==> config.mk <==
export PLATFORM = sky130hd
export DESIGN_NAME = hsv_hsl_to_rgb_convert_unit_flat
export DESIGN_NICKNAME = d
export VERILOG_FILES = /design/src/sv/hhrc_pkg.sv /design/src/sv/hhrc_pixel_if.sv /design/src/sv/hhrc_rgba_if.sv /design/src/sv/hsv_hsl_to_rgb_convert_unit.sv /design/src/flat_wrapper.sv
export SDC_FILE = /design/constraint.sdc
export NUM_CORES = 2
export LEC_CHECK = 0
export BUFFER_PORTS_ARGS = -buffer_cell sky130_fd_sc_hd__buf_2
export CORE_AREA = 5 5 281 283
export DETAILED_ROUTE_END_ITERATION = 10
export DIE_AREA = 0 0 286 288
export PLACE_DENSITY_LB_ADDON = 0.05
export SLEW_MARGIN = 15
export SYNTH_ARGS = -nofsm -noshare
export SYNTH_HDL_FRONTEND = slang
export SYNTH_SLANG_ARGS = --single-unit
export TNS_END_PERCENT = 1
==> constraint.sdc <==
create_clock -name clk -period 6.85 [get_ports clk]
set_clock_uncertainty 0.2 [all_clocks]
set_input_delay 1.0275 -clock clk [delete_from_list [all_inputs] [get_ports clk]]
set_output_delay 1.0275 -clock clk [all_outputs]
set_load 0.01 [all_outputs]
==> src/sv/hhrc_pkg.sv <==
// shared constants and types for the hsv/hsl to rgb converter
`timescale 1ns / 1ps

package hhrc_pkg;

	localparam int HUE_W = 15;
	localparam int CH_W = 8;
	localparam int HUE_FRAC_BITS_DEF = 6;

	localparam int APB_AW = 3;
	localparam int APB_DW = 32;

	// register index, taken from paddr[APB_AW-1:2]
	localparam logic REG_COLOR_MODEL = 1'b0;

	localparam logic MODEL_HSV = 1'b0;
	localparam logic MODEL_HSL = 1'b1;

	typedef enum logic [2:0] {
		SECT_0 = 3'd0,
		SECT_1 = 3'd1,
		SECT_2 = 3'd2,
		SECT_3 = 3'd3,
		SECT_4 = 3'd4,
		SECT_5 = 3'd5
	} sector_t;

endpackage

==> src/sv/hhrc_pixel_if.sv <==
// pixel input channel: hue, saturation, value or lightness and alpha
`timescale 1ns / 1ps

interface hhrc_pixel_if import hhrc_pkg::*; ();
	logic              valid;
	logic              ready;
	logic [HUE_W-1:0]  hue;
	logic [CH_W-1:0]   saturation;
	logic [CH_W-1:0]   value_or_lightness;
	logic [CH_W-1:0]   alpha_in;

	modport source (
		output valid, hue, saturation, value_or_lightness, alpha_in,
		input  ready
	);

	modport sink (
		input  valid, hue, saturation, value_or_lightness, alpha_in,
		output ready
	);
endinterface

==> src/sv/hhrc_rgba_if.sv <==
// rgba result channel
`timescale 1ns / 1ps

interface hhrc_rgba_if import hhrc_pkg::*; ();
	logic             valid;
	logic             ready;
	logic [CH_W-1:0]  red;
	logic [CH_W-1:0]  green;
	logic [CH_W-1:0]  blue;
	logic [CH_W-1:0]  alpha_out;

	modport source (
		output valid, red, green, blue, alpha_out,
		input  ready
	);

	modport sink (
		input  valid, red, green, blue, alpha_out,
		output ready
	);
endinterface

==> src/sv/hsv_hsl_to_rgb_convert_unit.sv <==
// top level: pipelined hsv/hsl to rgba pixel converter with apb register port
//
// channel   direction  handshake        payload
// pixel     in         valid / ready    hue, saturation, value_or_lightness, alpha_in
// rgba      out        valid / ready    red, green, blue, alpha_out
// apb       in         psel / penable   color_model at byte address 0
//
// one word per clock while the output is not stalled; five register stages from acceptance to the output register
// stage 1 hue sector and product, stage 2 chroma terms, stage 3 and 4 reciprocal
// multiplies, stage 5 channel placement; no stage chains two multipliers
// reset clears the valid bits and color_model; payload registers are not reset
// a stalled output holds each stage that is full, empty stages still fill
`timescale 1ns / 1ps

module hsv_hsl_to_rgb_convert_unit import hhrc_pkg::*; #(
	parameter int HUE_FRAC_BITS = HUE_FRAC_BITS_DEF
) (
	input  logic                clk,
	input  logic                arst_n,
	hhrc_pixel_if.sink          pixel,
	hhrc_rgba_if.source         rgba,
	input  logic                psel,
	input  logic                penable,
	input  logic                pwrite,
	input  logic [APB_AW-1:0]   paddr,
	input  logic [APB_DW-1:0]   pwdata,
	output logic [APB_DW-1:0]   prdata,
	output logic                pready
);

	localparam int D = 60 << HUE_FRAC_BITS;
	localparam int D6 = 6 * D;
	localparam int DW = $clog2(D + 1);
	localparam int TW = DW + 1;
	localparam int XW = 17 + DW;
	localparam int YW = XW - HUE_FRAC_BITS - 2;
	localparam int S15 = YW + 4;
	localparam int M15 = (2 ** S15) / 15 + 1;
	localparam int M15W = $clog2(M15 + 1);
	localparam int PW15 = YW + M15W;
	localparam int S255 = 25;
	localparam int M255 = (2 ** S255) / 255 + 1;

	localparam logic [DW-1:0] D_C = DW'(D);
	localparam logic [TW-1:0] D_T = TW'(D);

	function automatic logic [8:0] div255(input logic [16:0] z);
		logic [34:0] prod;
		prod = 35'(z) * 35'(M255);
		return 9'(prod >> S255);
	endfunction

	// configuration register
	logic color_model_q;

	assign pready = 1'b1;
	assign prdata = (paddr[APB_AW-1:2] == REG_COLOR_MODEL) ?
		APB_DW'(color_model_q) : '0;

	always_ff @(posedge clk or negedge arst_n) begin
		if (!arst_n) begin
			color_model_q <= MODEL_HSV;
		end else if (psel && penable && pwrite && pready &&
				paddr[APB_AW-1:2] == REG_COLOR_MODEL) begin
			color_model_q <= pwdata[0];
		end
	end

	// stage enables
	logic v_s1, v_s2, v_s3, v_s4, v_s5;
	logic en1, en2, en3, en4, en5;

	assign en5 = !v_s5 || rgba.ready;
	assign en4 = !v_s4 || en5;
	assign en3 = !v_s3 || en4;
	assign en2 = !v_s2 || en3;
	assign en1 = !v_s1 || en2;
	assign pixel.ready = en1;

	always_ff @(posedge clk or negedge arst_n) begin
		if (!arst_n) begin
			v_s1 <= 1'b0;
			v_s2 <= 1'b0;
			v_s3 <= 1'b0;
			v_s4 <= 1'b0;
			v_s5 <= 1'b0;
		end else begin
			if (en1) v_s1 <= pixel.valid;
			if (en2) v_s2 <= v_s1;
			if (en3) v_s3 <= v_s2;
			if (en4) v_s4 <= v_s3;
			if (en5) v_s5 <= v_s4;
		end
	end

	// stage 1: hue sector, position within sector pair, chroma product
	logic [31:0]    hue_ext;
	logic [31:0]    base_w;
	sector_t        sect_w;
	logic [TW-1:0]  t_w;
	logic [DW-1:0]  dist_w;
	logic [DW-1:0]  f_w;
	logic [8:0]     twol_w;
	logic [8:0]     absd_w;
	logic [7:0]     q_w;
	logic [15:0]    p_w;

	always_comb begin
		hue_ext = 32'(pixel.hue);
		if (hue_ext >= 32'(D6)) begin
			hue_ext = '0;
		end
		sect_w = SECT_0;
		for (int k = 1; k < 6; k++) begin
			if (hue_ext >= 32'(k * D)) begin
				sect_w = sector_t'(3'(k));
			end
		end
		case (sect_w) inside
			SECT_0, SECT_1: base_w = '0;
			SECT_2, SECT_3: base_w = 32'(2 * D);
			default:        base_w = 32'(4 * D);
		endcase
		t_w = TW'(hue_ext - base_w);
		dist_w = (t_w >= D_T) ? DW'(t_w - D_T) : DW'(D_T - t_w);
		f_w = D_C - dist_w;

		twol_w = {pixel.value_or_lightness, 1'b0};
		absd_w = (twol_w >= 9'd255) ? twol_w - 9'd255 : 9'd255 - twol_w;
		q_w = 8'(9'd255 - absd_w);
		if (color_model_q == MODEL_HSL) begin
			p_w = 16'(q_w) * 16'(pixel.saturation);
		end else begin
			p_w = 16'(pixel.value_or_lightness) * 16'(pixel.saturation);
		end
	end

	logic [15:0]    p_s1;
	logic [7:0]     vl_s1;
	logic           model_s1;
	sector_t        sect_s1;
	logic [DW-1:0]  f_s1;
	logic [7:0]     alpha_s1;

	always_ff @(posedge clk) begin
		if (en1 && pixel.valid) begin
			p_s1 <= p_w;
			vl_s1 <= pixel.value_or_lightness;
			model_s1 <= color_model_q;
			sect_s1 <= sect_w;
			f_s1 <= f_w;
			alpha_s1 <= pixel.alpha_in;
		end
	end

	// stage 2: low and high numerators, secondary product
	logic [16:0] vl510_w;
	logic [16:0] l0_w;
	logic [16:0] h0_w;

	always_comb begin
		vl510_w = 17'(vl_s1) * 17'd510;
		if (model_s1 == MODEL_HSL) begin
			l0_w = vl510_w - 17'(p_s1);
			h0_w = vl510_w + 17'(p_s1);
		end else begin
			l0_w = vl510_w - {p_s1, 1'b0};
			h0_w = vl510_w;
		end
	end

	logic [16:0]    l0_s2;
	logic [16:0]    h0_s2;
	logic [XW-1:0]  x_s2;
	sector_t        sect_s2;
	logic [7:0]     alpha_s2;

	always_ff @(posedge clk) begin
		if (en2 && v_s1) begin
			l0_s2 <= l0_w;
			h0_s2 <= h0_w;
			x_s2 <= XW'({p_s1, 1'b0}) * XW'(f_s1);
			sect_s2 <= sect_s1;
			alpha_s2 <= alpha_s1;
		end
	end

	// stage 3: secondary term over the sector width, low and high channels
	logic [YW-1:0]   y_w;
	logic [PW15-1:0] prod15_w;

	assign y_w = x_s2[XW-1:HUE_FRAC_BITS+2];
	assign prod15_w = PW15'(y_w) * PW15'(M15);

	logic [16:0]  l0_s3;
	logic [16:0]  k_s3;
	logic [8:0]   lo_ch_s3;
	logic [8:0]   hi_ch_s3;
	sector_t      sect_s3;
	logic [7:0]   alpha_s3;

	always_ff @(posedge clk) begin
		if (en3 && v_s2) begin
			l0_s3 <= l0_s2;
			k_s3 <= 17'(prod15_w >> S15);
			lo_ch_s3 <= div255({1'b0, l0_s2[16:1]});
			hi_ch_s3 <= div255({1'b0, h0_s2[16:1]});
			sect_s3 <= sect_s2;
			alpha_s3 <= alpha_s2;
		end
	end

	// stage 4: middle channel
	logic [17:0] w_w;

	assign w_w = 18'(l0_s3) + 18'(k_s3);

	logic [8:0]   lo_ch_s4;
	logic [8:0]   hi_ch_s4;
	logic [8:0]   mid_ch_s4;
	sector_t      sect_s4;
	logic [7:0]   alpha_s4;

	always_ff @(posedge clk) begin
		if (en4 && v_s3) begin
			lo_ch_s4 <= lo_ch_s3;
			hi_ch_s4 <= hi_ch_s3;
			mid_ch_s4 <= div255(w_w[17:1]);
			sect_s4 <= sect_s3;
			alpha_s4 <= alpha_s3;
		end
	end

	// stage 5: place channels by sector, output register
	logic [7:0] lo_w, hi_w, mid_w;
	logic [7:0] red_w, green_w, blue_w;

	always_comb begin
		lo_w = (lo_ch_s4 > 9'd255) ? 8'd255 : lo_ch_s4[7:0];
		hi_w = (hi_ch_s4 > 9'd255) ? 8'd255 : hi_ch_s4[7:0];
		mid_w = (mid_ch_s4 > 9'd255) ? 8'd255 : mid_ch_s4[7:0];
		case (sect_s4)
			SECT_0: begin
				red_w = hi_w; green_w = mid_w; blue_w = lo_w;
			end
			SECT_1: begin
				red_w = mid_w; green_w = hi_w; blue_w = lo_w;
			end
			SECT_2: begin
				red_w = lo_w; green_w = hi_w; blue_w = mid_w;
			end
			SECT_3: begin
				red_w = lo_w; green_w = mid_w; blue_w = hi_w;
			end
			SECT_4: begin
				red_w = mid_w; green_w = lo_w; blue_w = hi_w;
			end
			default: begin
				red_w = hi_w; green_w = lo_w; blue_w = mid_w;
			end
		endcase
	end

	logic [7:0] red_s5, green_s5, blue_s5, alpha_s5;

	always_ff @(posedge clk) begin
		if (en5 && v_s4) begin
			red_s5 <= red_w;
			green_s5 <= green_w;
			blue_s5 <= blue_w;
			alpha_s5 <= alpha_s4;
		end
	end

	assign rgba.valid = v_s5;
	assign rgba.red = red_s5;
	assign rgba.green = green_s5;
	assign rgba.blue = blue_s5;
	assign rgba.alpha_out = alpha_s5;

	// checks
	a_hi_not_below_lo: assert property (@(posedge clk) disable iff (!arst_n)
		v_s2 |-> h0_s2 >= l0_s2)
		else $error("high numerator below low numerator");

	a_channel_range: assert property (@(posedge clk) disable iff (!arst_n)
		v_s3 |-> (hi_ch_s3 <= 9'd255) && (lo_ch_s3 <= hi_ch_s3))
		else $error("low or high channel out of range");

	a_stall_holds_mid: assert property (@(posedge clk) disable iff (!arst_n)
		(v_s4 && !en5) |=> v_s4 && $stable(mid_ch_s4))
		else $error("stalled stage 4 lost its word");

	a_backpressure: assert property (@(posedge clk) disable iff (!arst_n)
		(v_s1 && !en2) |-> !pixel.ready)
		else $error("input accepted into a blocked stage 1");

endmodule

==> src/flat_wrapper.sv <==
// flat-port wrapper written by rule: the top's interface ports become plain ports
module hsv_hsl_to_rgb_convert_unit_flat import hhrc_pkg::*;
#(
	parameter int HUE_FRAC_BITS = HUE_FRAC_BITS_DEF
)
  (clk, arst_n, psel, penable, pwrite, paddr, pwdata, prdata, pready, pixel_valid, pixel_hue, pixel_saturation, pixel_value_or_lightness, pixel_alpha_in, pixel_ready, rgba_valid, rgba_red, rgba_green, rgba_blue, rgba_alpha_out, rgba_ready);
  hhrc_pixel_if pixel_i ();
  hhrc_rgba_if rgba_i ();
  input  logic clk;
  input  logic arst_n;
  input  logic psel;
  input  logic penable;
  input  logic pwrite;
  input  logic [APB_AW-1:0] paddr;
  input  logic [APB_DW-1:0] pwdata;
  output logic [APB_DW-1:0] prdata;
  output logic pready;
  input wire logic [$bits(pixel_i.valid)-1:0] pixel_valid;
  input wire logic [$bits(pixel_i.hue)-1:0] pixel_hue;
  input wire logic [$bits(pixel_i.saturation)-1:0] pixel_saturation;
  input wire logic [$bits(pixel_i.value_or_lightness)-1:0] pixel_value_or_lightness;
  input wire logic [$bits(pixel_i.alpha_in)-1:0] pixel_alpha_in;
  output wire logic [$bits(pixel_i.ready)-1:0] pixel_ready;
  output wire logic [$bits(rgba_i.valid)-1:0] rgba_valid;
  output wire logic [$bits(rgba_i.red)-1:0] rgba_red;
  output wire logic [$bits(rgba_i.green)-1:0] rgba_green;
  output wire logic [$bits(rgba_i.blue)-1:0] rgba_blue;
  output wire logic [$bits(rgba_i.alpha_out)-1:0] rgba_alpha_out;
  input wire logic [$bits(rgba_i.ready)-1:0] rgba_ready;
  assign pixel_i.valid = pixel_valid;
  assign pixel_i.hue = pixel_hue;
  assign pixel_i.saturation = pixel_saturation;
  assign pixel_i.value_or_lightness = pixel_value_or_lightness;
  assign pixel_i.alpha_in = pixel_alpha_in;
  assign pixel_ready = pixel_i.ready;
  assign rgba_valid = rgba_i.valid;
  assign rgba_red = rgba_i.red;
  assign rgba_green = rgba_i.green;
  assign rgba_blue = rgba_i.blue;
  assign rgba_alpha_out = rgba_i.alpha_out;
  assign rgba_i.ready = rgba_ready;
  hsv_hsl_to_rgb_convert_unit #(.HUE_FRAC_BITS(HUE_FRAC_BITS)) u_core (.clk(clk), .arst_n(arst_n), .pixel(pixel_i), .rgba(rgba_i), .psel(psel), .penable(penable), .pwrite(pwrite), .paddr(paddr), .pwdata(pwdata), .prdata(prdata), .pready(pready));
endmodule
==> impl_results.md <==
- CORE AREA: 76450 µm²
- CP most frequent cell: ha_4
- Post-synthesis cell area: 33900 µm²
- Cell Count, Final, Fillers Out: 4483
- Critical Path RT: 7.11 ns
- Drt drc: 0
- CTS Buf Count: 31
- Setup-failing EPs final: 0
- Vias in the first global route: 24690
- Placed instance area: about 36000 µm²
- First-pass GRT wire length: 122600 µm
- Clock sinks: 252
- Highest Clock Rate: between 150 and 200 MHz
- YS warnings: 0
- Element type at the critical path end: flop
- DR pass1 iterations: 7
- Initial core utilization: 44.35%
- Final WS setup: 0.2251 ns
- Netlist cell types: between 80 and 90
- GRT Total Usage: between 10% and 20%
- Gpl congestion: between 0.8 and 0.9
- Total grt overflow: 0
- Ys flop type: edfxtp_1
- CP max FO: 3
- Vias: 23320
- Die area: 82370 µm²
- Fin crit share: 96.71%
- Starting DRT DRC Count: 813
- Initial antenna violation count: 0
- Startpoint Class: flop
- Clk buf depth: 3
- Routed Wire Length: 73320 µm
- CTS tree: built
- CP max-delay cell: fa_1
- Area delta synth->final: 8.626%
- Placed wire-length estimate: 60610 µm
- Reg clk slew, reported paths: 0.06 ns
- Sequential element share of the synthesized area: 22.23%
- Largest net degree at the start of global routing: 66
- Die span in y: 288 µm
- Die Width: 286 µm
- I/O pin count: roughly 150
- Slew Viols, Final: 0
- H-tree levels: 1
- RR Startpoint: u_core.l0_s3[2]$_DFFE_PP_
- Synth async-reset ratio: 2.381%
- Hold Vio Cnt, Final: 0
- Flop-to-flop setup slack: 0.23 ns
- Critical Path AT: just under 7 ns
- Clock Tree Root: clkbuf_16
- Rows: 102
- Maxcap violations: 0
- Seq cells post-synth: ~250
- Fin area: 36820 µm²
- Detail Route Antenna Nets: 0
- CP startpoint: u_core.l0_s3[2]$_DFFE_PP_
- Vias per cell: between 5 and 6
- DR WL/cell: 16.36 µm
- Most common cell after layout, fill and taps aside: ha_1
- Rel. slew slack: ~37%
- Critical Path Sink: u_core.mid_ch_s4[0]$_DFFE_PP_
- PortBufs: 82
- Commonest non-fill, non-tap cells in the layout: 687 x ha_1, 580 x inv_1, 332 x fa_1, 276 x nand2_1, 246 x edfxtp_1
- EDFF count, synth: 246
- Kind of critical path: reg -> reg
- Post-place setup slack: -0.1253 ns
- Worst r2r dst: u_core.mid_ch_s4[0]$_DFFE_PP_
- Post-Synthesis Cells: 3376
- Worst-Skew Late Latency: 0.60 ns
- Tightest Hold Check Type: in -> async
- Dpl cells: 4424
- Fraction of layout cells with a size suffix above 1: 7.327%
- Layout net count: 4575
- Tightest Pin Transition: 0.9470 ns
- Status: finished, final reports clean
- Avg Inst Size Synth: 10.04 µm²
- Worst path max stage delay: 0.43 ns
- Share of the core filled with cells: between 40% and 50%
- Tmin final: roughly 6.6 ns
- R2R depth: 26
## area by class of cell
type	instances	area [µm²]
clock buffer	32	779.5
clock inverter	25	334.1
tap	988	1236
antenna	1	2.502
sequential	252	7537
fill	7053	39620
timing repair buffer	146	890.9
inverter	581	2181
multi-input combinational	2458	23860
## through the flow
step	TNS (ns)	hold slack, ns
after global routing	-0.1976	0.05696
after floorplan	0	0.2003
after detailed placement	-0.3913	0.2045
after CTS	0	0.02185
after global placement	-0.1158	0.2011
final	0	0.08024
## registers in the layout, summed over array words and instances (netlist names), 9 cells and up
name and cells:
u_core.x_s2 21, u_core.k_s3 17, u_core.l0_s2 17, u_core.l0_s3 17, u_core.h0_s2 16, u_core.p_s1 16, u_core.f_s1 12, u_core.hi_ch_s3 9
u_core.hi_ch_s4 9, u_core.lo_ch_s3 9, u_core.lo_ch_s4 9, u_core.mid_ch_s4 9
## worst min-delay path by stage
stage / end / slack [ns] / from
after floorplan: u_core.alpha_s2[0]$_DFFE_PP_ / 0.20 / u_core.alpha_s1[0]$_DFFE_PP_
after global placement: u_core.alpha_s4[1]$_DFFE_PP_ / 0.20 / u_core.alpha_s3[1]$_DFFE_PP_
after detailed placement: u_core.alpha_s3[5]$_DFFE_PP_ / 0.20 / u_core.alpha_s2[5]$_DFFE_PP_
after CTS: u_core.v_s4$_DFFE_PN0P_ / 0.02 / arst_n
after global routing: u_core.v_s3$_DFFE_PN0P_ / 0.06 / arst_n
final: u_core.v_s4$_DFFE_PN0P_ / 0.08 / arst_n
## routing by layer
| layer | track usage, % | share of wire, % |
|---|---|---|
| met1 | 23.25 | 44 |
| met5 | 0 | 0 |
| met4 | 3.394 | 1.8 |
| met2 | 32.61 | 50 |
| met3 | 2.447 | 4.1 |
## synthesized netlist by cell type, drive strengths merged, types with 16 or more instances
library cell  number  area share, %
nand2b            26           0.48
and2             136            2.5
a211oi            16           0.35
xor2              61            1.6
nor2b             33           0.61
buf               39           0.81
nand2            276            3.1
edfxtp           246             22
nor3              45           0.66
o21a              21           0.47
inv              580            6.4
a21oi            134            2.0
nor2             139            1.5
or3               16           0.30
a21o              35           0.78
clkbuf            76           0.84
nand4             19           0.35
xnor2             88            2.3
nand3             33           0.49
o21ai            100            1.5
ha               692             26
fa               332             20
## what timing repair did
action / in CTS / in global routing
resized for setup: 4 / 17
setup endpoints to repair: 5 / 8
hold buffers: 0 / 0
buffers inserted: 1 / 0
pin swaps: 7 / 13
## worst max-delay path, delay by kind of cell, from the launching register on
| kind | cells | cell delay [ns] |
|---|---|---|
| DFF | 1 | 0.42 |
| and+or+nand+nor | 6 | 1.40 |
| buffers and inverters | 2 | 0.14 |
| xor gates and xnor gates | 1 | 0.16 |
| adders and majority gates | 7 | 2.13 |
| AOI/OAI and AO/OA | 10 | 2.03 |
## kinds of logic (layout without fill, tap and decap cells)
kind of cell | after synthesis | after routing | synth area share [%]
flops | 252 | 252 | 22.23
simple gates | 779 | 779 | 11.19
mux | 17 | 17 | 0.5426
xor+xnor | 150 | 150 | 3.916
buf+inv | 696 | 784 | 8.087
compound gates | 455 | 455 | 8.836
other cells | 2 | 33 | 0.02215
fa+ha+maj | 1025 | 1025 | 45.18
Power is left out: the tool's default activity adds up to more than one toggle a clock period on the data nets, which glitch-free logic cannot reach.
